<file path="src/design/vertex_transform_4x4_macros.svh">
// Assertion macros shared by the vertex transform design files.
// Depends on nothing; expects i_clk and i_rst_n in the including module.
`ifndef VERTEX_TRANSFORM_4X4_MACROS_SVH
`define VERTEX_TRANSFORM_4X4_MACROS_SVH

// A condition that must hold at every clock edge outside reset.
`define VT44_ASSERT_ALWAYS(lbl, expr, msg) \
    lbl: assert property (@(posedge i_clk) disable iff (!i_rst_n) (expr)) else $error(msg);

// An antecedent that must be followed by a consequent in the same cycle.
`define VT44_ASSERT_IMP(lbl, ante, cons, msg) \
    lbl: assert property (@(posedge i_clk) disable iff (!i_rst_n) (ante) |-> (cons)) \
        else $error(msg);

`endif

</file>
<file path="src/design/vt44_pkg.sv">
// Shared types and constants for the 4x4 vertex transform.
// Depends on nothing; used by every module of the block.
`default_nettype none

package vt44_pkg;

    localparam int FIELD_W   = 32;
    localparam int CFG_W     = 64;
    localparam int NUM_REGS  = 8;
    localparam int CFG_IDX_W = 4;
    localparam int VEC_N     = 4;

    typedef enum logic [CFG_IDX_W-1:0] {
        REG_ROW0_COLS01 = 4'd0,
        REG_ROW0_COLS23 = 4'd1,
        REG_ROW1_COLS01 = 4'd2,
        REG_ROW1_COLS23 = 4'd3,
        REG_ROW2_COLS01 = 4'd4,
        REG_ROW2_COLS23 = 4'd5,
        REG_ROW3_COLS01 = 4'd6,
        REG_ROW3_COLS23 = 4'd7
    } t_reg_idx;

    // Forward control that travels with each pipeline stage.
    typedef struct packed {
        logic valid;
        logic dir;
    } t_fwd;

endpackage

`default_nettype wire

</file>
<file path="src/design/vt44_sum.sv">
// Two-level registered adder tree forming each row's exact dot product.
// Depends on vt44_pkg.
`default_nettype none

module vt44_sum #(
    parameter int ELEM_WIDTH = 32
) (
    input  wire logic                               i_clk,
    input  wire logic                               i_rst_n,
    input  wire vt44_pkg::t_fwd                     i_fwd,
    output logic                                    o_ready,
    input  wire logic [15:0][2*ELEM_WIDTH-1:0]      i_prod,
    output vt44_pkg::t_fwd                          o_fwd,
    input  wire logic                               i_ready,
    output logic [3:0][2*ELEM_WIDTH+1:0]            o_sum
);

    localparam int PW = 2 * ELEM_WIDTH;
    localparam int AW = PW + 1;
    localparam int SW = PW + 2;

    vt44_pkg::t_fwd          r_fwd3, r_fwd4;
    logic [7:0][AW-1:0]      r_pair, n_pair;
    logic [3:0][SW-1:0]      r_sum, n_sum;
    logic                    w_rdy3, w_rdy4;

    assign w_rdy4  = !r_fwd4.valid || i_ready;
    assign w_rdy3  = !r_fwd3.valid || w_rdy4;
    assign o_ready = w_rdy3;

    for (genvar j = 0; j < 8; j++) begin : g_pair
        assign n_pair[j] = AW'($signed(i_prod[2*j])) + AW'($signed(i_prod[2*j+1]));
    end

    for (genvar r = 0; r < 4; r++) begin : g_row
        assign n_sum[r] = SW'($signed(r_pair[2*r])) + SW'($signed(r_pair[2*r+1]));
    end

    always_ff @(posedge i_clk) begin
        if (!i_rst_n) begin
            r_fwd3 <= '0;
            r_fwd4 <= '0;
        end else begin
            if (w_rdy3) begin
                r_fwd3 <= i_fwd;
            end
            if (w_rdy4) begin
                r_fwd4 <= r_fwd3;
            end
        end
    end

    always_ff @(posedge i_clk) begin
        if (w_rdy3 && i_fwd.valid) begin
            r_pair <= n_pair;
        end
        if (w_rdy4 && r_fwd3.valid) begin
            r_sum <= n_sum;
        end
    end

    assign o_fwd = r_fwd4;
    assign o_sum = r_sum;

endmodule

`default_nettype wire

</file>
<file path="config.mk">
export PLATFORM = sky130hd
export DESIGN_NAME = vt44_sum
export DESIGN_NICKNAME = d
export VERILOG_FILES = /design/src/design/vertex_transform_4x4_macros.svh /design/src/design/vt44_pkg.sv /design/src/design/vt44_sum.sv
export SDC_FILE = /design/constraint.sdc
export NUM_CORES = 2
export LEC_CHECK = 0
export BUFFER_PORTS_ARGS = -buffer_cell sky130_fd_sc_hd__buf_2
export CAP_MARGIN = 40
export CORE_AREA = 5 5 497 499
export CTS_BUF_LIST = sky130_fd_sc_hd__clkbuf_16
export CTS_CLUSTER_SIZE = 14
export DETAILED_ROUTE_END_ITERATION = 16
export DIE_AREA = 0 0 502 504
export PLACE_DENSITY_LB_ADDON = 0.3
export SLEW_MARGIN = 0
export SYNTH_ARGS = -nofsm -noshare
export SYNTH_HDL_FRONTEND = slang
export SYNTH_SLANG_ARGS = --single-unit
</file>
<file path="constraint.sdc">
create_clock -name i_clk -period 14.9 [get_ports i_clk]
set_input_delay 2.98 -clock i_clk [delete_from_list [all_inputs] [get_ports i_clk]]
set_output_delay 2.98 -clock i_clk [all_outputs]
set_load 0.03 [all_outputs]
</file>
; ---- Word-level counts from Yosys, hierarchy flattened
; Cells that the tools add are included.
[classes]
add_sub_neg = 12
n_reduce_logical = 6
[op_table]
columns = op, n
row1 = 64-bit by 64-bit adder with 65-bit output, 8
row2 = 65-bit by 65-bit adder with 66-bit output, 4
row3 = 1-bit logical AND, 2
row4 = 1-bit logical NOT, 2
row5 = 1-bit logical OR, 2
[totals]
register_bits = 788
in_bits = 1029
out_inout_bits = 267
word_cells = 34

; ---- Longest topological paths before layout
[logic_depth]
depth_word = 4
mapped_depth = 15
depth_no_buf = 14

; ---- Worst setup path after synthesis
; Ideal clock, no wire load.
[synth_timing]
kind = input port to flip-flop
start = input i_ready
end = register r_pair[0] (netlist name) (enable)
setup_time_ps = 950
t_arrival_ps = 15117
required_time_ps = 13950
path_slack_ps = -1166
stages = 3
n_path_buf = 0
cell_sequence = nor2b_1 > nand2_1 > and2_1
[synth_via]
elab_chain_cells = 3
[synth_rtl]
columns = item, line_no
row1 = from (decl), vt44_sum.sv:14  ; input wire logic i_ready,
row2 = 1-bit logical OR, vt44_sum.sv:27  ; assign w_rdy4 = !r_fwd4.valid || i_ready;
row3 = 1-bit logical OR, vt44_sum.sv:28  ; assign w_rdy3 = !r_fwd3.valid || w_rdy4;
row4 = named net o_ready, vt44_sum.sv:11  ; output logic o_ready,
row5 = 1-bit logical AND, vt44_sum.sv:54  ; if (w_rdy3 && i_fwd.valid) begin
row6 = to (signal assigned), vt44_sum.sv:55  ; r_pair <= n_pair;
row7 = to (decl), vt44_sum.sv:23  ; logic [7:0][AW-1:0] r_pair, n_pair;
; The timed path passes the listed nets, and every way through them passes these cells.
; A chain may end at the register's enable or synchronous reset.

; ---- Worst setup path in the final report
[layout_timing]
start = input i_ready
end = output o_ready
[layout_via]
elab_chain_cells = 2
[layout_rtl]
columns = item, line_no
row1 = 1-bit logical OR, vt44_sum.sv:27
row2 = 1-bit logical OR, vt44_sum.sv:28
row3 = to (decl), vt44_sum.sv:11
; Every way passes these cells.

==> impl_metrics.env <==
export IMPL_drive_gt1_share_pct=18.4
export IMPL_design_area_um2=80300
export IMPL_report_final_slew_viol_count=0
export IMPL_power_density_nw_per_um2=124
export IMPL_drc=0
export IMPL_finalSetupViolCount=0
export IMPL_synth_top_area_cell="edfxtp_1"
export IMPL_initial_utilization_pct=27.9
export IMPL_clock_skew_final_ns=0.0478
export IMPL_tightestPinTransition_ns=1.03
export IMPL_first_pass_iters=6
export IMPL_grt_total_usage_pct=23.2
export IMPL_synth_edf_count=784
export IMPL_insertion_delay_ns=0.72
export IMPL_worst_setup_path_start_kind="primary input"
export IMPL_syn_avg_cell_area_um2=9.34
export IMPL_hp_class="flop to flop"
export IMPL_rsz0062_at_grt="no"
export IMPL_cts_buffers=97
export IMPL_ir_drop_uv=75.0
export IMPL_rows=181
export IMPL_ys_ff_latch=788
export IMPL_dpl_hpwl_mm=266
export IMPL_worstPathMaxFanout=6
export IMPL_grt_antenna_before_repair=68
export IMPL_power_leakage_nw=35.0
export IMPL_critPathRequiredTime_ns=11.92
export IMPL_ys_warn_count=0
export IMPL_die_h_um=504
export IMPL_hold_violations=0
export IMPL_critical_path_class="primary input to output port"
export IMPL_place_gp_congestion=1.00
export IMPL_final_core_util_pct=33.2
export IMPL_ant_nets=0
export IMPL_final_min_clock_period_ns=6.92
export IMPL_synthTopCellsByCount="a21oi_1, edfxtp_1, ha_1, a21o_1, nand2_1"
export IMPL_chipWidth_um=502
export IMPL_synth_top_cells_by_area="edfxtp_1, ha_1, a21oi_1"
export IMPL_path_clk_slew_ns=0.05
export IMPL_num_vias=63113
export IMPL_ctsResizeCount=0
export IMPL_yosysMostFrequentCell="a21oi_1"
export IMPL_io_buffers=1295
export IMPL_cts_setup_buffers=0
export IMPL_dpl_cell_area_um2=77100
export IMPL_wl_mm=309
export IMPL_pin_count=1296
export IMPL_fp_coreArea_um2=242000
export IMPL_clock_sinks=788
export IMPL_grt_max_degree=147
export IMPL_synth_area_um2=67400
export IMPL_hold_buffers=0
export IMPL_synth_top_area_share_pct=34.9
export IMPL_htree_num_levels=3
export IMPL_drt_iter0_markers=5018
export IMPL_ctsLongestPathBuffers=3
export IMPL_overflow=0
export IMPL_p_total_w=0.00999
export IMPL_finalCritPeriodShare_pct=46.5
export IMPL_cts_tree="done"
export IMPL_via_per_inst=5.41
export IMPL_areaGrowthSynthToFinish_pct=19.1
export IMPL_wl_per_cell_um=26.5
export IMPL_synth_cell_types=100
export IMPL_yosysSeqAreaShare_pct=35.0
export IMPL_synthCells=7219
export IMPL_synth_fp_nets=9032
export IMPL_async_reset_ff_share_pct=0
export IMPL_arrival_ns=3.94
export IMPL_cts_root_buf="clkbuf_16"
export IMPL_setup_tns_ns=0
export IMPL_fmax_mhz=144
export IMPL_endpoint_kind="output port"
export IMPL_relSlewSlack_pct=31.1
export IMPL_fin_nets=10175
export IMPL_grt_pass1_wl_mm=434
export IMPL_outcome="finished clean"
export IMPL_die_area_um2=253000
export IMPL_grt_pass1_vias=62585
export IMPL_ys_flop_type="edfxtp_1"
export IMPL_max_cap_viol_count=0
## sequential cells by signal, summed over array words and instances (netlist names)
signal,flops
r_pair,520
o_fwd,2
o_sum,264
r_fwd3,2
## power breakdown
part	switching, W	total [W]	internal [W]
Sequential	0.000182	0.00319	0.00300
Combinational	0.00288	0.00445	0.00157
Clock	0.00103	0.00236	0.00133
## critical path, stage by stage
cell,delay [ns]
buf_2,0.10
nor2b_1,0.46
nand2_1,0.19
buf_2,0.22
## routing by layer
metal  vias up  global-route usage, %  part of all wire [%]
li1      29616                      -                     -
met1     30446                   27.7                    40
met2      2568                   41.2                    49
met3       453                   4.03                   6.8
met4        30                   8.76                   4.0
met5         -                      0                 0.062
## logic make-up (layout without fill, tap and decap cells)
group	count (synthesis)	after routing	synth area share, %
AND/OR/NAND/NOR	1755	1755	12.6
other	0	25	0
adder cells (fa/ha/maj)	784	784	14.7
multiplexers	6	6	0.0928
buffers and inverters	500	1718	2.83
AO/OA/AOI/OAI	2667	2667	25.5
XOR/XNOR	719	719	9.34
flip-flops	788	788	35.0
## path summary, 6_finish.rpt
kind	cells after the start	end	start	slack [ns]
worst max-delay path	4	o_ready	i_ready	7.98
worst min-delay path	2	r_fwd3[0]	r_fwd3[0]	0.50
worst max register to register	14	o_sum[62]	r_pair[0]	9.89
worst min register to register	2	r_fwd3[0]	r_fwd3[0]	0.50
## layout make-up
class / instances / area, um^2
diodes: 25 / 62.6
fillers: 25159 / 162000
multi-input cells: 5931 / 41900
well taps: 3202 / 4010
flip-flops and latches: 788 / 23600
inverters: 209 / 785
repair buffers: 1335 / 6810
clock inverters: 77 / 687
clock buffers: 97 / 2430
## metrics by stage
step	cells	worst slack, ns	hold WS, ns
floorplan	7219	4.47	0.451
global placement	11447	7.31	0.461
detailed placement	11465	7.46	0.487
CTS	11639	7.98	0.496
global route	11650	7.89	0.522
finish	11664	7.98	0.498
## placed cells by master, fill, tap and decap left out, drive strengths merged, types with 260 or more instances in the layout
master,n
a21oi,857
a21o,542
edfxtp,784
xnor2,459
xor2,260
o21ai,467
buf,1334
ha,772
nor2,412
nand2,535
Power figures use the tool's default switching activity.
