[config.mk]
export PLATFORM = sky130hd
export DESIGN_NAME = vt44_sat
export DESIGN_NICKNAME = d
export VERILOG_FILES = /design/src/design/vertex_transform_4x4_macros.svh /design/src/design/vt44_pkg.sv /design/src/design/vt44_sat.sv
export SDC_FILE = /design/constraint.sdc
export NUM_CORES = 1
export LEC_CHECK = 0
export BUFFER_PORTS_ARGS = -buffer_cell sky130_fd_sc_hd__clkbuf_2
export CAP_MARGIN = 20
export CORE_AREA = 2 2 154 156
export DETAILED_ROUTE_END_ITERATION = 8
export DIE_AREA = 0 0 156 158
export GPL_TIMING_DRIVEN = 1
export PLACE_DENSITY_LB_ADDON = 0.1
export SLEW_MARGIN = 40
export SYNTH_ARGS = -nofsm -noshare
export SYNTH_HDL_FRONTEND = slang
export SYNTH_SLANG_ARGS = --single-unit
[constraint.sdc]
create_clock -name i_clk -period 3.9 [get_ports i_clk]
set_clock_uncertainty 0.2 [all_clocks]
set_input_delay 0.39 -clock i_clk [delete_from_list [all_inputs] [get_ports i_clk]]
set_output_delay 0.39 -clock i_clk [all_outputs]
set_load 0.01 [all_outputs]
[src/design/vertex_transform_4x4_macros.svh]
// Assertion macros shared by the vertex transform design files.
// Depends on nothing; expects i_clk and i_rst_n in the including module.
`ifndef VERTEX_TRANSFORM_4X4_MACROS_SVH
`define VERTEX_TRANSFORM_4X4_MACROS_SVH

// A condition that must hold at every clock edge outside reset.
`define VT44_ASSERT_ALWAYS(lbl, expr, msg) \
    lbl: assert property (@(posedge i_clk) disable iff (!i_rst_n) (expr)) else $error(msg);

// An antecedent that must be followed by a consequent in the same cycle.
`define VT44_ASSERT_IMP(lbl, ante, cons, msg) \
    lbl: assert property (@(posedge i_clk) disable iff (!i_rst_n) (ante) |-> (cons)) \
        else $error(msg);

`endif

[src/design/vt44_pkg.sv]
// Shared types and constants for the 4x4 vertex transform.
// Depends on nothing; used by every module of the block.
`default_nettype none

package vt44_pkg;

    localparam int FIELD_W   = 32;
    localparam int CFG_W     = 64;
    localparam int NUM_REGS  = 8;
    localparam int CFG_IDX_W = 4;
    localparam int VEC_N     = 4;

    typedef enum logic [CFG_IDX_W-1:0] {
        REG_ROW0_COLS01 = 4'd0,
        REG_ROW0_COLS23 = 4'd1,
        REG_ROW1_COLS01 = 4'd2,
        REG_ROW1_COLS23 = 4'd3,
        REG_ROW2_COLS01 = 4'd4,
        REG_ROW2_COLS23 = 4'd5,
        REG_ROW3_COLS01 = 4'd6,
        REG_ROW3_COLS23 = 4'd7
    } t_reg_idx;

    // Forward control that travels with each pipeline stage.
    typedef struct packed {
        logic valid;
        logic dir;
    } t_fwd;

endpackage

`default_nettype wire

[src/design/vt44_sat.sv]
// Rounding toward minus infinity, saturation and the output register.
// Depends on vt44_pkg.
`default_nettype none

module vt44_sat #(
    parameter int ELEM_WIDTH = 32,
    parameter int FRAC_BITS  = 16
) (
    input  wire logic                                       i_clk,
    input  wire logic                                       i_rst_n,
    input  wire vt44_pkg::t_fwd                             i_fwd,
    output logic                                            o_ready,
    input  wire logic [3:0][2*ELEM_WIDTH+1:0]               i_sum,
    output vt44_pkg::t_fwd                                  o_fwd,
    input  wire logic                                       i_ready,
    output logic [vt44_pkg::VEC_N*vt44_pkg::FIELD_W-1:0]   o_res,
    output logic                                            o_sat
);

    localparam int SW = 2 * ELEM_WIDTH + 2;
    localparam int FW = vt44_pkg::FIELD_W;
    localparam logic [ELEM_WIDTH-1:0] EHI = {1'b0, {(ELEM_WIDTH-1){1'b1}}};
    localparam logic [ELEM_WIDTH-1:0] ELO = {1'b1, {(ELEM_WIDTH-1){1'b0}}};

    vt44_pkg::t_fwd                       r_fwd5;
    logic [3:0][FW-1:0]                   r_res, n_res;
    logic                                 r_sat, n_sat;
    logic [3:0]                           w_clip;
    logic [3:0][ELEM_WIDTH-1:0]           w_val;
    logic                                 w_rdy5;

    assign w_rdy5  = !r_fwd5.valid || i_ready;
    assign o_ready = w_rdy5;

    for (genvar r = 0; r < 4; r++) begin : g_row
        logic signed [SW-1:0]   w_q;
        logic [SW-ELEM_WIDTH:0] w_top;
        assign w_q       = $signed(i_sum[r]) >>> FRAC_BITS;
        assign w_top     = w_q[SW-1:ELEM_WIDTH-1];
        assign w_clip[r] = !((&w_top) || !(|w_top));
        assign w_val[r]  = w_clip[r] ? (w_q[SW-1] ? ELO : EHI) : w_q[ELEM_WIDTH-1:0];
        if (r < 3) begin : g_plain
            assign n_res[r] = FW'($signed(w_val[r]));
        end else begin : g_w
            assign n_res[r] = i_fwd.dir ? '0 : FW'($signed(w_val[r]));
        end
    end

    assign n_sat = (|w_clip[2:0]) || (w_clip[3] && !i_fwd.dir);

    always_ff @(posedge i_clk) begin
        if (!i_rst_n) begin
            r_fwd5 <= '0;
        end else if (w_rdy5) begin
            r_fwd5 <= i_fwd;
        end
    end

    always_ff @(posedge i_clk) begin
        if (w_rdy5 && i_fwd.valid) begin
            r_res <= n_res;
            r_sat <= n_sat;
        end
    end

    assign o_fwd = r_fwd5;
    assign o_res = r_res;
    assign o_sat = r_sat;

endmodule

`default_nettype wire

* Yosys cells after proc, flatten, opt, wreduce, memory -nomap -nowiden *
Index checks and enable logic that the tools add are counted.

cells by class
  muxes and demuxes = 8
  reductions and logical operators = 27

operator list
  kind                  number
  two-way mux 32 bit    8
  AND reduction 19 bit  4
  OR reduction 19 bit   4
  logical NOT 1 bit     10
  logical OR 1 bit      6
  OR reduction 3 bit    1
  logical AND 1 bit     2

storage, ports and cells
  bits in registers = 131
  input port bits = 269
  output and inout port bits = 132
  word-level logic and storage cells = 42

* Longest topological paths before layout *
  word-level depth = 6
  gate-level depth with buffers = 7
  gate-level depth less buffers = 5

* Worst setup path after synthesis *
Ideal clock, no wire load.

  path type = reg2reg
  start = register r_fwd5 (netlist bit o_fwd[1])
  end = register r_res (netlist bit o_res[0]) (enable)
  setup time = 0.504 ns
  arrival = 3.598 ns
  data required time = 3.196 ns
  path slack = -0.402 ns
  stages on the path, launching flop included = 4
  buffers on the path = 0
  clock period less this slack = 4.302 ns
  path through = dfxtp_1 -> nor2b_1 -> inv_1 -> and2_1

on the way
  word-level cells in the longest chain between the ends = 3

ends and longest elaborated chain
  element                 RTL line        RTL
  from (decl)             vt44_sat.sv:25  vt44_pkg::t_fwd r_fwd5;
  from (signal assigned)  vt44_sat.sv:55  r_fwd5 <= i_fwd;
  logical NOT 1 bit       vt44_sat.sv:32  assign w_rdy5 = !r_fwd5.valid || i_ready;
  logical OR 1 bit        vt44_sat.sv:32
  via o_ready             vt44_sat.sv:12  output logic o_ready,
  logical AND 1 bit       vt44_sat.sv:60  if (w_rdy5 && i_fwd.valid) begin
  to (signal assigned)    vt44_sat.sv:61  r_res <= n_res;
  to (decl)               vt44_sat.sv:26  logic [3:0][FW-1:0] r_res, n_res;

The timed path passes the listed nets, and every way through them passes these cells.
A chain may end at the register's enable or synchronous reset.

* Worst setup path after layout *
  start = input port i_sum[131] in the netlist's numbering
  end = register r_sat, in the netlist o_sat (data pin)

on the way
  word-level cells in the longest chain between the ends = 6
  elaborated cells on any way between the ends = 7
  those cells by class = reduce/logical: 7

ends and longest elaborated chain
  element               RTL line        RTL
  from (decl)           vt44_sat.sv:13  input wire logic [3:0][2*ELEM_WIDTH+1:0] i_sum,
  OR reduction 19 bit   vt44_sat.sv:40  assign w_clip[r] = !((&w_top) || !(|w_top));
  logical NOT 1 bit     vt44_sat.sv:40
  logical OR 1 bit *    vt44_sat.sv:40
  logical NOT 1 bit *   vt44_sat.sv:40
  OR reduction 3 bit *  vt44_sat.sv:49  assign n_sat = (|w_clip[2:0]) || (w_clip[3] && !i_fwd.dir);
  logical OR 1 bit *    vt44_sat.sv:49
  via n_sat             vt44_sat.sv:27  logic r_sat, n_sat;
  to (signal assigned)  vt44_sat.sv:62  r_sat <= n_sat;
  to (decl)             vt44_sat.sv:27

The timed path passes the listed nets; every way through them passes the cells marked *.

==> impl_metrics.yaml <==
run_status:
  outcome: "completed"
timing:
  worstMarginPinSlew_ns: 0.791
  setup_viol: 0
  slew_violations: 0
  maxSlewHeadroom_pct: 47.2
  hold_viol: 0
  period_share_pct: 56.0
  clock.fmax_mhz: 458
  fin_crit_ns: 2.18
  fin_setup_tns_ns: 0
  rsz0062_at_grt: "false"
  postLayoutSetupSlackWorst_ns: 1.72
drt:
  vias_per_cell: 4.52
  dr.first_iter.drc_count: 169
  route.detailed.drc: 0
  routedWlPerCell_um: 16.5
  vias: 4623
  drt_wl_total_um: 16900
  final_antenna_net_count: 0
  drt_pass1_iterations: 4
synthesis:
  ys.flop_type: "edfxtp_1"
  ys_types: 27
  synth_top_cell_by_area: "edfxtp_1"
  synth_most_common_cell: "edfxtp_1"
  yosys_warnings: 0
  netlist_area_um2: 5580
  ys_seq_elements: 131
  synthCells: 389
  avgSynthCellArea_um2: 14.3
  synth_top_area_share_pct: 69.5
  synth_fp_nets: 658
  async_flop_share_pct: 0
  synthTopCellsByCount: "129 x edfxtp_1, 93 x a21o_1, 31 x o21ai_0, 30 x a21oi_1, 21 x nand4_1"
  synth_edf_count: 129
  yosysSeqAreaShare_pct: 70.2
  synthTopCellsByArea: "edfxtp_1 69%, a21o_1 13%, o21ai_0 2.8%"
power:
  combPwrFrac_pct: 10.0
  power_mw: 3.79
  p_leak_nw: 3.87
  power_density_nw_per_um2: 461
  worst_ir_drop_vdd_uv: 241
  pwr-share-clk_pct: 45.9
  power.share.switching_pct: 22.1
  seqPwrFrac_pct: 44.0
  intPower_mw: 2.95
  p_sw_mw: 0.839
floorplanning:
  num_rows: 56
  io_pins: 401
  core_area_um2: 23100
  chipHeight_um: 158
  die_w_um: 156
  initial_core_util_pct: 24.2
  dieArea_um2: 24600
setup_path:
  cp.arrival_ns: 2.10
  crit_path_end_kind: "flop"
  crit_type: "primary input to flop"
  cp.required_ns: 3.81
  setup.worst_path.start_class: "primary input"
  path_max_fanout: 32
layout:
  final_area_um2: 8230
  stdcell_count: 1023
  n_antenna_cell: 0
  fin_nets: 989
  fillers: 2340
  multi_input_comb_area_um2: 1530
  layout-drive-gt1-share_pct: 52.8
  syn_to_final_growth_pct: 47.5
  seqCellArea_um2: 3910
clock_network:
  cts_root_buf: "clkbuf_16"
  cts_buffer_depth: 2
  clock_sinks: 131
  clock_latency_ns: 0.41
  cts_buffers: 17
  cts_tree: "done"
  htree_levels: 4
  post_cts_resized: 0
  clk_pin_slew_ns: 0.06
global_routing:
  gr-total-overflow: 0
  grt_pass1_vias: 4843
  antenna_found_initial: 0
  grt_max_degree: 53
  grt_usage_pct: 13.5
  grt_pass1_wl_um: 25300
placement:
  dpl_cell_area_um2: 7570
  place_congestion: 0.844
  dp.cells: 989
  dp_slack_ns: 1.24
  dp_hpwl_um: 12300
  portBuffers: 336
flow_run:
  cap_violations: 0
worst_hold_path:
  hp-class: "primary input to flop"
-- cell families after synthesis --
logic type,Yosys count,share of synthesized area [%]
buffers and inverters,36,3.43
AO/OA/AOI/OAI,163,19.4
AND/OR/NAND/NOR,59,7.02
flip-flops,131,70.2
-- through the flow --
step / utilization [%] / hold WS, ns
after floorplan: - / 0.285
after global placement: 32.8 / 0.257
after detailed placement: 32.8 / 0.257
after CTS: 35.7 / 0.0101
after global routing: 35.7 / 0.0231
final: 35.7 / 0.0367
-- area by class of cell --
cell class / instances / share of cell area, %
Tap cell: 290 / 4.41
Inverter: 1 / 0.0456
Multi-Input combinational cell: 222 / 18.6
Clock inverter: 14 / 2.55
Clock buffer: 18 / 5.22
Timing Repair Buffer: 347 / 21.7
Sequential cell: 131 / 47.6
-- cell usage in the layout (no fill, tap or decap), drive strengths merged --
cell / count
dlygate4sd3: 2
nand2: 2
or3: 2
dfxtp: 2
and3: 3
nand4: 21
nor3b: 1
a31o: 3
clkinvlp: 1
a21oi: 31
buf: 9
clkinv: 7
bufinv: 5
nor2: 6
o21a: 1
clkbuf: 354
a311oi: 3
nor2b: 1
a21boi: 1
nor4: 21
inv: 2
o21ai: 31
and4: 1
edfxtp: 129
and2: 1
a21o: 93
-- worst paths after layout --
| kind | start | endpoint | slack (ns) | cells after the start |
|---|---|---|---|---|
| min | i_sum[197] | o_res[95]$_DFFE_PP_ | 0.04 | 1 |
| max | i_sum[131] | o_sat$_DFFE_PP_ | 1.72 | 6 |
| max reg2reg | o_fwd[1]$_SDFFE_PN0N_ | o_res[22]$_DFFE_PP_ | 1.74 | 4 |
| min reg2reg | o_fwd[0]$_SDFFE_PN0N_ | o_fwd[0]$_SDFFE_PN0N_ | 0.26 | 2 |
-- per-layer routing --
layer / global-route usage, % / wire length (µm) / part of all wire, % / vias to the layer above
met5: 0 / 0 / 0 / -
met1: 14.8 / 6670 / 39 / 2196
li1: - / - / - / 2209
met2: 23.4 / 8420 / 50 / 200
met3: 5.58 / 1550 / 9.1 / 18
met4: 4.89 / 284 / 1.7 / 0
-- what timing repair did --
action                                  4_1_cts  5_1_grt
setup buffers                                 0        0
hold buffers                                  2        0
endpoints found under the setup margin        0        0
hold endpoints to repair                      2        0
-- power by group through the flow --
stage,Combinational [mW],Sequential [mW],Clock (mW)
after floorplan,0.104,1.75,0
after global placement,0.379,1.70,0
after detailed placement,0.385,1.70,0
after CTS,0.388,1.67,1.80
after global routing,0.418,1.68,1.86
final,0.380,1.67,1.74
-- state kept, by name, indices dropped and copies added, names as in the netlist --
register,cells
o_fwd,2
o_res,128
o_sat,1
-- worst max-delay path, cell delays in order --
cell and delay (ns):
clkbuf_2 0.13, nor4_1 0.31, nand4_1 0.15, nor4_2 0.32
a31o_2 0.62, nand4_1 0.17
(Power assumes the default switching activity.)
