`config.mk`:
```
export PLATFORM = sky130hd
export DESIGN_NAME = vt44_matrix
export DESIGN_NICKNAME = d
export VERILOG_FILES = /design/src/design/vertex_transform_4x4_macros.svh /design/src/design/vt44_pkg.sv /design/src/design/vt44_matrix.sv
export SDC_FILE = /design/constraint.sdc
export NUM_CORES = 1
export LEC_CHECK = 0
export BUFFER_PORTS_ARGS = -buffer_cell sky130_fd_sc_hd__buf_2
export CAP_MARGIN = 5
export CORE_MARGIN = 1
export CORE_UTILIZATION = 35
export DETAILED_ROUTE_END_ITERATION = 16
export PLACE_DENSITY = 0.68
export SYNTH_ARGS = -nofsm -noshare
export SYNTH_HDL_FRONTEND = slang
export SYNTH_SLANG_ARGS = --single-unit
```
`constraint.sdc`:
```
create_clock -name i_clk -period 1.33 [get_ports i_clk]
set_input_delay 0 -clock i_clk [delete_from_list [all_inputs] [get_ports i_clk]]
set_output_delay 0 -clock i_clk [all_outputs]
set_load 0.02 [all_outputs]
```
`src/design/vertex_transform_4x4_macros.svh`:
```
// Assertion macros shared by the vertex transform design files.
// Depends on nothing; expects i_clk and i_rst_n in the including module.
`ifndef VERTEX_TRANSFORM_4X4_MACROS_SVH
`define VERTEX_TRANSFORM_4X4_MACROS_SVH

// A condition that must hold at every clock edge outside reset.
`define VT44_ASSERT_ALWAYS(lbl, expr, msg) \
    lbl: assert property (@(posedge i_clk) disable iff (!i_rst_n) (expr)) else $error(msg);

// An antecedent that must be followed by a consequent in the same cycle.
`define VT44_ASSERT_IMP(lbl, ante, cons, msg) \
    lbl: assert property (@(posedge i_clk) disable iff (!i_rst_n) (ante) |-> (cons)) \
        else $error(msg);

`endif

```
`src/design/vt44_pkg.sv`:
```
// Shared types and constants for the 4x4 vertex transform.
// Depends on nothing; used by every module of the block.
`default_nettype none

package vt44_pkg;

    localparam int FIELD_W   = 32;
    localparam int CFG_W     = 64;
    localparam int NUM_REGS  = 8;
    localparam int CFG_IDX_W = 4;
    localparam int VEC_N     = 4;

    typedef enum logic [CFG_IDX_W-1:0] {
        REG_ROW0_COLS01 = 4'd0,
        REG_ROW0_COLS23 = 4'd1,
        REG_ROW1_COLS01 = 4'd2,
        REG_ROW1_COLS23 = 4'd3,
        REG_ROW2_COLS01 = 4'd4,
        REG_ROW2_COLS23 = 4'd5,
        REG_ROW3_COLS01 = 4'd6,
        REG_ROW3_COLS23 = 4'd7
    } t_reg_idx;

    // Forward control that travels with each pipeline stage.
    typedef struct packed {
        logic valid;
        logic dir;
    } t_fwd;

endpackage

`default_nettype wire

```
`src/design/vt44_matrix.sv`:
```
// Matrix configuration registers with identity reset, unpacked into elements.
// Depends on vt44_pkg.
`default_nettype none

module vt44_matrix #(
    parameter int ELEM_WIDTH = 32,
    parameter int FRAC_BITS  = 16
) (
    input  wire logic                                   i_clk,
    input  wire logic                                   i_rst_n,
    input  wire logic                                   i_cfg_valid,
    output logic                                        o_cfg_ready,
    input  wire logic [vt44_pkg::CFG_IDX_W-1:0]         i_cfg_index,
    input  wire logic [vt44_pkg::CFG_W-1:0]             i_cfg_data,
    output logic [15:0][ELEM_WIDTH-1:0]                 o_elem
);

    localparam logic [vt44_pkg::CFG_W-1:0] ONE_LO = vt44_pkg::CFG_W'(1) << FRAC_BITS;
    localparam logic [vt44_pkg::CFG_W-1:0] ONE_HI = ONE_LO << 32;

    logic [vt44_pkg::NUM_REGS-1:0][vt44_pkg::CFG_W-1:0] r_regs;
    logic                                                 w_wr;

    function automatic logic [vt44_pkg::NUM_REGS-1:0][vt44_pkg::CFG_W-1:0] identity_regs();
        logic [vt44_pkg::NUM_REGS-1:0][vt44_pkg::CFG_W-1:0] v;
        v = '0;
        v[vt44_pkg::REG_ROW0_COLS01] = ONE_LO;
        v[vt44_pkg::REG_ROW1_COLS01] = ONE_HI;
        v[vt44_pkg::REG_ROW2_COLS23] = ONE_LO;
        v[vt44_pkg::REG_ROW3_COLS23] = ONE_HI;
        return v;
    endfunction

    assign o_cfg_ready = 1'b1;
    assign w_wr = i_cfg_valid && (i_cfg_index < vt44_pkg::CFG_IDX_W'(vt44_pkg::NUM_REGS));

    always_ff @(posedge i_clk) begin
        if (!i_rst_n) begin
            r_regs <= identity_regs();
        end else if (w_wr) begin
            r_regs[i_cfg_index[2:0]] <= i_cfg_data;
        end
    end

    for (genvar k = 0; k < 16; k++) begin : g_elem
        assign o_elem[k] = r_regs[(k / 4) * 2 + (k % 4) / 2][((k % 4) % 2) * 32 +: ELEM_WIDTH];
    end

endmodule

`default_nettype wire

```
### Word-level counts from Yosys, hierarchy flattened

Index checks and enable logic that the tools add are counted.

| word-level totals | value |
|---|---|
| register bits after elaboration | 512 |
| output and inout bits | 513 |

| operators by class | value |
|---|---|
| $lt $le $gt $ge | 3 |
| mux-type cells | 3 |
| reduce and logical (&&, ||, !) cells | 2 |

Operators with widths:

| cell | count |
|---|---|
| $bwmux W512 | 1 |
| $demux W64 S3 | 1 |
| $mux W64 | 1 |
| $lt A3 B4 Y1 const B | 1 |
| $lt A4 B4 Y1 const B | 1 |
| $ge A3 B1 Y1 const B | 1 |
| $logic_and A1 B1 Y1 | 2 |

### Logic depth before layout (Yosys ltp)

Gate-level depths: netlist (run 1).

| depth | value |
|---|---|
| depth after elaboration | 5 |
| gate-level depth with buffers | 6 |
| depth with buffers taken out | 3 |

### Worst setup path before layout (run 1)

Ideal clock, no wire load.

| path | value |
|---|---|
| path kind | in2reg |
| start point | input i_cfg_index[3] in the netlist's numbering |
| end point | register r_regs, in the netlist o_elem[131] |
| arrival | 1149 ps |
| buffers on the path | 3 |
| slack | 55 ps |
| stages | 6 |
| setup time | 126 ps |
| cell sequence | or3b_1 > buf_2 > or2_4 > buf_12 > buf_12 > mux2i_1 |

| on the way | value |
|---|---|
| longest elaborated chain between the ends | 2 |

Ends and longest elaborated chain:

| item | line | source |
|---|---|---|
| start, declared | vt44_matrix.sv:13 | `input wire logic [vt44_pkg::CFG_IDX_W-1:0] i_cfg_index,` |
| $lt A4 B4 Y1 | vt44_matrix.sv:35 | `assign w_wr = i_cfg_valid && (i_cfg_index < vt44_pkg::CFG_IDX_W'(vt44_pkg::NUM_REGS));` |
| $logic_and A1 B1 Y1 | vt44_matrix.sv:35 |  |
| end signal, assigned | vt44_matrix.sv:39 | `r_regs <= identity_regs();` |
| end signal, assigned by index | vt44_matrix.sv:41 | `r_regs[i_cfg_index[2:0]] <= i_cfg_data;` |
| end, declared | vt44_matrix.sv:21 | `logic [vt44_pkg::NUM_REGS-1:0][vt44_pkg::CFG_W-1:0] r_regs;` |

No other way between the ends.
A chain may end at the register's enable or synchronous reset.

### Final worst setup path (run 1)

| path | value |
|---|---|
| start point | input i_cfg_index[0] in the netlist's numbering |
| end point | register r_regs, in the netlist o_elem[399] |

| on the way | value |
|---|---|
| longest elaborated chain between the ends | 5 |
| elaborated cells between the ends (all ways) | 8 |
| classes of those cells | order compare: 3; mux: 3; reduce/logical: 2 |

Ends and longest elaborated chain:

| item | line |
|---|---|
| $lt A3 B4 Y1 (implied by the code) or $ge A3 B1 Y1 (tied branches) | vt44_matrix.sv:41 |
| $logic_and A1 B1 Y1 (implied by the code) | vt44_matrix.sv:41 |
| $mux W64 (implied by the code) | vt44_matrix.sv:41 |
| $demux W64 S3 | vt44_matrix.sv:41 |
| $bwmux W512 | vt44_matrix.sv:41 |

Parallel ways exist; a longest one is shown, timed or not.

==> results of run 1 <==
## metal layers
| layer | vias to the layer above | GRT usage | routed length, um |
|---|---|---|---|
| met3 | 164 | 0.04274 | 3569 |
| met1 | 7377 | 0.2409 | 23550 |
| met2 | 550 | 0.3536 | 27600 |
| met5 | - | 0 | 0 |
| met4 | 0 | 0.1031 | 2643 |
| li1 | 7023 | - | - |
## layout make-up
class	count	area (um2)
inverters	1	3.754
flip-flops and latches	512	10250
multi-input cells	1108	7453
clock inverters	28	311.5
repair buffers	711	4392
fillers	4774	26670
clock buffers	72	1580
well taps	680	850.8
## synth_stat cells (all sizes together), types with 2 or more instances
cell type,instances,area (um2)
nor2,3,21.27
nor2b,3,18.77
o211ai,2,15.01
clkbuf,62,232.7
dfxtp,512,10250
buf,56,449.2
nand2,577,2166
nand2b,2,12.51
a21oi,2,10.01
o21ai,2,10.01
mux2i,509,5095
## cell usage in the layout, fill, tap and decap left out, drive strengths merged, types with 3 or more instances in the layout
master and instances:
nand2 577, dlygate4sd3 71, clkbuf 74, nor2b 3, inv 4, buf 637, clkinv 18, mux2i 509
bufinv 6, dfxtp 512, nor2 3
## worst reg2reg max path: stages, from the launching register on
cell	delay, ns
dfxtp_1	0.32
nand2b_1	0.17
a21oi_1	0.21
a21oi_1	0.06
## cell families (layout without fill, tap and decap cells)
kind of cell / count (synthesis) / count (layout) / synth area share
AOI/OAI and AO/OA: 6 / 6 / 0.001910
buffers and inverters: 119 / 812 / 0.03738
DFF: 512 / 512 / 0.5588
muxes: 509 / 509 / 0.2777
other: 1 / 1 / 0.0002044
and+or+nand+nor: 592 / 592 / 0.1240
## through the flow
step / total power (W) / setup TNS [ns] / std cells
6_report: 0.03341 / 0 / 3112
5_1_grt: 0.03441 / 0 / 3112
4_1_cts: 0.03368 / 0 / 3112
3_5_place_dp: 0.01780 / -31.66 / 2940
3_3_place_gp: 0.01776 / -23.71 / 2940
2_1_floorplan: 0.01702 / 0 / 1739
## power breakdown
part	switching [W]	leakage [nW]	internal (W)
sequential	0.000102	4.13	0.0155
clock	0.00627	0.951	0.00951
combinational	0.00128	8.05	0.000720
total	0.00765	13.1	0.0258
## timing repair
item / 4_1_cts / 5_1_grt
setup buffers: 0 / 0
gates resized for setup: 0 / 4
setup endpoints to repair: 0 / 1
hold buffers: 72 / 0
hold endpoints to repair: 494 / 0
## path summary, 6_finish.rpt
| check | startpoint | end | slack, ns | cells past startpoint |
|---|---|---|---|---|
| min reg2reg | o_elem[2]$_SDFFE_PN0P_ | o_elem[2]$_SDFFE_PN0P_ | 0.45 | 2 |
| max reg2reg | o_elem[16]$_SDFFE_PN1P_ | o_elem[16]$_SDFFE_PN1P_ | 0.45 | 3 |
| min | i_cfg_index[2] | o_elem[16]$_SDFFE_PN1P_ | 0.14 | 6 |
| max | i_cfg_index[0] | o_elem[399]$_SDFFE_PN0P_ | 0.06 | 6 |
==> reports/metrics.yaml, run 1 <==
synth:
  yosysWarningCount: 0
  synth_seq_cells: 512
  synth.net_count: 1810
  netlist_instances: 1739
  synth_edf_count: 0
  yosys_most_used_dff: "dfxtp_1"
  ys_seq_area_frac: 0.5588
  postSynthAreaPerCell_um2: 10.55
  async_flop_share: 0
  syn_area_um2: 18340
  synth.lib_cells_used.distinct: 26
layout:
  drive_above_1_share: 0.3063
  fin_util: 0.4823
  largest_reg_flops: 512
  fin_area_um2: 24840
  insertedDiodeCount: 0
  layout.nets: 2458
  syn_to_final_growth_pct: 35.42
timing:
  whs_ns: 0.1396
  max_freq_ghz: 0.7869
  skew_ns: 0
  setup_viol: 0
  slew_viol_final: 0
  hold_violations: 0
  rsz0062_at_grt: "no"
  finalCritPeriodShare: 0.9555
  min_period_ns: 1.271
  setup_ws_ns: 0.05913
flow_run:
  cap_violations: 0
cts:
  cts_buffers: 53
  root_buffer: "clkbuf_16"
  cts.sinks: 512
  htree_levels: 2
  cts_tree: "yes"
  clock_path_buffers: 3
  clk_latency_ns: 0.59
  clkSlewWorstSetupHoldPaths_ns: 0.07
routing:
  drt_first_pass_iters: 5
  routed_wl_mm: 57.36
  postRouteAntennaNets: 0
  drt_iter0_drc: 697
  drc: 0
  vias: 15110
  vias_per_cell: 4.857
  wl_per_cell_um: 18.43
power:
  p_leak_nw: 13.13
  vdd_drop_max_mv: 0.8440
  power_density_nw_per_um2: 1345
place:
  io_buffers: 582
  placed_area_um2: 22220
  routabilityCongestion: 0.8449
  dpl_worst_slack_ns: -0.2824
  hpwl_mm: 39.68
setup_path:
  end_kind: "flop"
  worstPathRequired_ns: 1.83
  crit_fanout: 32
  cp_slowest_cell: "dlygate4sd3_1"
  crit_buf_inv: 3
  slowest_delay_ns: 0.55
  crit_family: "buffers and inverters"
  cp_cell_sequence: "dlygate4sd3_1 > clkbuf_4 > nand2b_1 > nor2_4 > buf_12 > mux2i_1"
  cp.arrival_ns: 1.77
  crit_type: "primary input to flop"
  cp-start-kind: "primary input"
global_route:
  grt_pass1_wl_mm: 86.03
  grt_usage: 0.2055
  antenna_found_initial: 0
  grt_pass1_vias: 15230
  grt-ovfl-total: 0
  grt_max_degree: 57
outcome:
  status: "completed"
floorplanning:
  fp.coreArea_um2: 51510
  die_area_um2: 53330
  die_x_um: 230.9
  rows: 83
  initial_core_util: 0.3561
  die_h_um: 230.9
  io_pins: 584
hold_path:
  min_path_type: "primary input to flop"
(Power assumes the default switching activity.)
==> run 2: changes to the inputs <==
--- a/config.mk
+++ b/config.mk
@@ -7,9 +7,10 @@
 export LEC_CHECK = 0
 export BUFFER_PORTS_ARGS = -buffer_cell sky130_fd_sc_hd__buf_2
 export CAP_MARGIN = 5
-export CORE_MARGIN = 1
-export CORE_UTILIZATION = 35
+export CORE_AREA = 2 2 230 232
+export CTS_BUF_LIST = sky130_fd_sc_hd__clkbuf_8
 export DETAILED_ROUTE_END_ITERATION = 16
+export DIE_AREA = 0 0 232 234
 export PLACE_DENSITY = 0.68
 export SYNTH_ARGS = -nofsm -noshare
 export SYNTH_HDL_FRONTEND = slang
==> reports/metrics.yaml, run 2 (synthesis results as in run 1) <==
routing:
  wl_per_cell_um: 18.46
  drc: 0
  vias: 15200
  highest_layer: "met4"
  drt_first_pass_iters: 5
  routed_wl_mm: 58.79
  drt_iter0_drc: 608
  postRouteAntennaNets: 0
  m1WireLength_mm: 23.76
  route.met2.wl_mm: 28.78
  met3WireLength_mm: 3.775
  vias_per_cell: 4.772
timing:
  setup_viol: 0
  finalCritPeriodShare: 0.9781
  hold_violations: 0
  rsz0062_at_grt: "no"
  tightestPinTransition_ns: 0.6067
  min_period_ns: 1.301
  fin_tns_setup_ns: 0
  slew_viol_final: 0
  slew_headroom: 0.5945
  setup_ws_ns: 0.02915
  max_freq_ghz: 0.7687
  skew_ns: 0
power:
  vdd_drop_max_mv: 0.7648
  switching_share: 0.2420
  p_leak_nw: 13.26
  p_sw_w: 0.007697
  p_clk_frac: 0.445
  power_density_nw_per_um2: 1279
  pwr-share-seq: 0.492
  power_frac_comb: 0.063
  intPower_w: 0.02411
setup_path:
  worstPathRequired_ns: 1.93
  cp_common_cell: "dlygate4sd3_1"
  crit_buf_inv: 3
  cp-start-kind: "primary input"
  cp_cell_sequence: "dlygate4sd3_1 > buf_2 > nand2b_4 > or2_4 > o211ai_1 > dlygate4sd3_1"
  crit_type: "primary input to flop"
  cp_slowest_cell: "dlygate4sd3_1"
  end_kind: "flop"
  crit_fanout: 6
  slowest_delay_ns: 0.57
  cp.arrival_ns: 1.90
  crit_family: "buffers and inverters"
cts:
  clock_path_buffers: 3
  cts_tree: "yes"
  cts_buffers: 85
  root_buffer: "clkbuf_8"
  htree_levels: 3
  clk_latency_ns: 0.65
  cts.sinks: 512
  clkSlewWorstSetupHoldPaths_ns: 0.06
hold_path:
  min_path_type: "primary input to flop"
global_route:
  antenna_found_initial: 1
  grt_pass1_vias: 15330
  grt_usage: 0.2067
  grt_max_degree: 70
  grt_pass1_wl_mm: 86.86
  grt-ovfl-total: 0
layout:
  drive_above_1_share: 0.3173
  syn_to_final_growth_pct: 35.56
  layout_commonest_cell: "buf_2"
  multi_input_area_um2: 7462
  layout_common_cells: "buf_2 (579), nand2_1 (574), dfxtp_1 (512), mux2i_1 (509), clkbuf_8 (111)"
  nFillCells: 4833
  seq_area_um2: 10250
  layout.nets: 2505
  largest_reg_flops: 512
floorplanning:
  die_area_um2: 54290
  io_pins: 584
  initial_core_util: 0.3526
  die_h_um: 234
  die_x_um: 232
  rows: 84
  fp.coreArea_um2: 52020
place:
  routabilityCongestion: 0.8336
  dpl_worst_slack_ns: -0.2059
  hpwl_mm: 39.75
  io_buffers: 582
flow_run:
  cap_violations: 0
outcome:
  status: "completed"
run 2: cell count changes in the layout (fill, tap and decap cells not counted), sizes merged:
| cell | delta |
|---|---|
| clkbuf | +37 |
| inv | +22 |
| buf | +19 |
| clkinv | -12 |
| bufinv | -4 |
| clkinvlp | +4 |
| diode | +1 |
| dlygate4sd3 | -1 |
| dlymetal6s4s | -1 |
run 2: timing repair:
item                       CTS  global route
setup buffers                0             2
hold buffers                71             0
pin swaps                    0             3
hold endpoints to repair   512             0
gates resized for setup      2             4
setup endpoints to repair    2             2
run 2: worst paths after layout:
kind                                          startpoint                        to  slack (ns)  depth (start not counted)
worst min-delay path                         i_cfg_valid  o_elem[496]$_SDFFE_PN1P_       0.007                          5
worst max register to register  o_elem[176]$_SDFFE_PN1P_  o_elem[176]$_SDFFE_PN1P_        0.15                          3
worst min register to register  o_elem[203]$_SDFFE_PN0P_  o_elem[203]$_SDFFE_PN0P_        0.45                          2
worst max-delay path                      i_cfg_index[0]  o_elem[176]$_SDFFE_PN1P_        0.03                          6
run 2: per-layer routing:
layer	up-vias	track usage
li1	7136	-
met1	7373	0.2387
met2	542	0.3564
met3	147	0.05168
met4	0	0.1028
met5	-	0
run 2: per-stage QoR:
step             util  power [W]  instance area, um2  hold slack (ns)  instances
6_report       0.4780    0.03181               24870         0.006961       3185
5_1_grt        0.4780    0.03302               24870          0.02174       3185
4_1_cts        0.4777    0.03221               24850          0.02087       3183
3_5_place_dp   0.4302    0.01783               22380           0.3306       2963
3_3_place_gp   0.4302    0.01779               22380           0.3307       2963
2_1_floorplan       -    0.01702               18340           0.1707       1739
run 2: worst reg2reg max path, stage by stage, from the launching register on:
cell           delay [ns]
dfxtp_1              0.31
o21ai_0              0.08
o211ai_1             0.11
dlygate4sd3_1        0.57
run 2: area by class of cell:
class / count / share of cell area
antenna: 1 / 0.0001006
timing repair buffer: 726 / 0.1823
tap: 688 / 0.03462
clock buffer: 111 / 0.06143
sequential: 512 / 0.4122
multi-input combinational: 1108 / 0.3001
clock inverter: 38 / 0.009107
inverter: 1 / 0.0001509
run 2: power groups by stage:
| stage | combinational (W) | clock (W) | sequential, W |
|---|---|---|---|
| floorplan | 0.000800 | 0 | 0.0162 |
| global placement | 0.00183 | 0 | 0.0160 |
| detailed placement | 0.00186 | 0 | 0.0160 |
| CTS | 0.00202 | 0.0145 | 0.0156 |
| global route | 0.00215 | 0.0152 | 0.0157 |
| finish | 0.00202 | 0.0141 | 0.0156 |
==> run 3: changes to the inputs <==
--- a/config.mk
+++ b/config.mk
@@ -11,6 +11,7 @@
 export CTS_BUF_LIST = sky130_fd_sc_hd__clkbuf_8
 export DETAILED_ROUTE_END_ITERATION = 16
 export DIE_AREA = 0 0 232 234
+export MAX_ROUTING_LAYER = met4
 export PLACE_DENSITY = 0.68
 export SYNTH_ARGS = -nofsm -noshare
 export SYNTH_HDL_FRONTEND = slang
==> reports/metrics.yaml, run 3 (synthesis results as in run 1) <==
global_route:
  antenna_found_initial: 1
  grt_pass1_vias: 15360
  grt_usage: 0.2129
  grt-ovfl-total: 0
  grt_max_degree: 70
  grt_pass1_wl_mm: 86.69
timing:
  min_period_ns: 1.302
  setup_ws_ns: 0.02789
  skew_ns: 0
  max_freq_ghz: 0.7680
  rsz0062_at_grt: "no"
  slew_headroom: 0.5924
  tightestPinTransition_ns: 0.6099
  hold_violations: 0
  finalCritPeriodShare: 0.9790
  slew_viol_final: 0
  setup_viol: 0
layout:
  syn_to_final_growth_pct: 35.56
  fin_util: 0.4780
  drive_above_1_share: 0.3173
  layout_common_cells: "buf_2 (579), nand2_1 (574), dfxtp_1 (512), mux2i_1 (509), clkbuf_8 (111)"
  layout_commonest_cell: "buf_2"
  seq_area_um2: 10250
  layout.nets: 2505
  largest_reg_flops: 512
  fin_area_um2: 24870
  nFillCells: 4833
  multi_input_area_um2: 7462
setup_path:
  crit_family: "buffers and inverters"
  slowest_delay_ns: 0.57
  crit_type: "primary input to flop"
  worstPathRequired_ns: 1.92
  crit_buf_inv: 3
  cp.arrival_ns: 1.89
  cp_slowest_cell: "dlygate4sd3_1"
  end_kind: "flop"
  cp-start-kind: "primary input"
  cp_cell_sequence: "dlygate4sd3_1 > buf_2 > nand2b_4 > or2_4 > o211ai_1 > dlygate4sd3_1"
  crit_fanout: 6
  cp_common_cell: "dlygate4sd3_1"
hold_path:
  min_path_type: "primary input to flop"
place:
  routabilityCongestion: 0.8464
  hpwl_mm: 39.75
  dpl_worst_slack_ns: -0.2059
  placed_area_um2: 22380
  io_buffers: 582
routing:
  vias: 15230
  vias_per_cell: 4.783
  postRouteAntennaNets: 0
  drc: 0
  routed_wl_mm: 58.80
  drt_first_pass_iters: 7
  wl_per_cell_um: 18.46
  drt_iter0_drc: 641
cts:
  root_buffer: "clkbuf_8"
  cts_tree: "yes"
  cts.sinks: 512
  clk_latency_ns: 0.64
  clkSlewWorstSetupHoldPaths_ns: 0.06
  htree_levels: 3
  cts_buffers: 85
  clock_path_buffers: 3
outcome:
  status: "completed"
floorplanning:
  rows: 84
  die_x_um: 232
  fp.coreArea_um2: 52020
  die_h_um: 234
  die_area_um2: 54290
  io_pins: 584
  initial_core_util: 0.3526
power:
  power_density_nw_per_um2: 1280
  p_leak_nw: 13.26
  vdd_drop_max_mv: 0.7703
flow_run:
  cap_violations: 0
==> run 3: per-stage QoR <==
stage          instances  hold WS (ns)  setup TNS, ns  power (W)
5_1_grt             3185       0.02423              0    0.03303
3_3_place_gp        2963        0.3307         -18.97    0.01779
3_5_place_dp        2963        0.3306         -24.33    0.01783
4_1_cts             3183       0.02087              0    0.03221
2_1_floorplan       1739        0.1707              0    0.01702
6_report            3185       0.01074              0    0.03182
==> run 3: area by class of cell <==
| cell class | instances | area share |
|---|---|---|
| multi-input combinational | 1108 | 0.3001 |
| clock inverter | 38 | 0.009107 |
| antenna | 1 | 0.0001006 |
| timing repair buffer | 726 | 0.1823 |
| tap | 688 | 0.03462 |
| sequential | 512 | 0.4122 |
| inverter | 1 | 0.0001509 |
| clock buffer | 111 | 0.06143 |
==> run 3: worst paths after layout <==
check | from | slack (ns) | to | depth (start not counted)
setup / recovery | i_cfg_index[0] | 0.03 | o_elem[176]$_SDFFE_PN1P_ | 6
hold reg to reg | o_elem[175]$_SDFFE_PN0P_ | 0.45 | o_elem[175]$_SDFFE_PN0P_ | 2
setup reg to reg | o_elem[176]$_SDFFE_PN1P_ | 0.15 | o_elem[176]$_SDFFE_PN1P_ | 3
hold / removal | i_cfg_valid | 0.01 | o_elem[496]$_SDFFE_PN1P_ | 5
==> run 3: what timing repair did <==
item                                    in CTS  in global routing
resized for setup                            2                  4
hold endpoints to repair                   512                  0
endpoints found under the setup margin       2                  2
hold buffers                                71                  0
cloned                                       0                  0
pin swaps                                    0                  3
setup buffers                                0                  2
==> run 3: power breakdown <==
part / switching, W / internal (W) / leakage (nW)
Sequential: 0.000103 / 0.0155 / 4.13
Clock: 0.00632 / 0.00784 / 0.983
Combinational: 0.00129 / 0.000732 / 8.14
==> run 3: worst register-to-register path, cell delays in order, from the launching register on <==
cell	delay, ns
dfxtp_1	0.31
o21ai_0	0.08
o211ai_1	0.11
dlygate4sd3_1	0.57
==> run 3: routing by layer <==
metal | track usage | up-vias | wire length [um]
li1 | - | 7131 | -
met1 | 0.2406 | 7438 | 23970
met2 | 0.3556 | 522 | 28890
met3 | 0.04925 | 143 | 3596
met4 | 0.1030 | 0 | 2339
met5 | - | - | 0
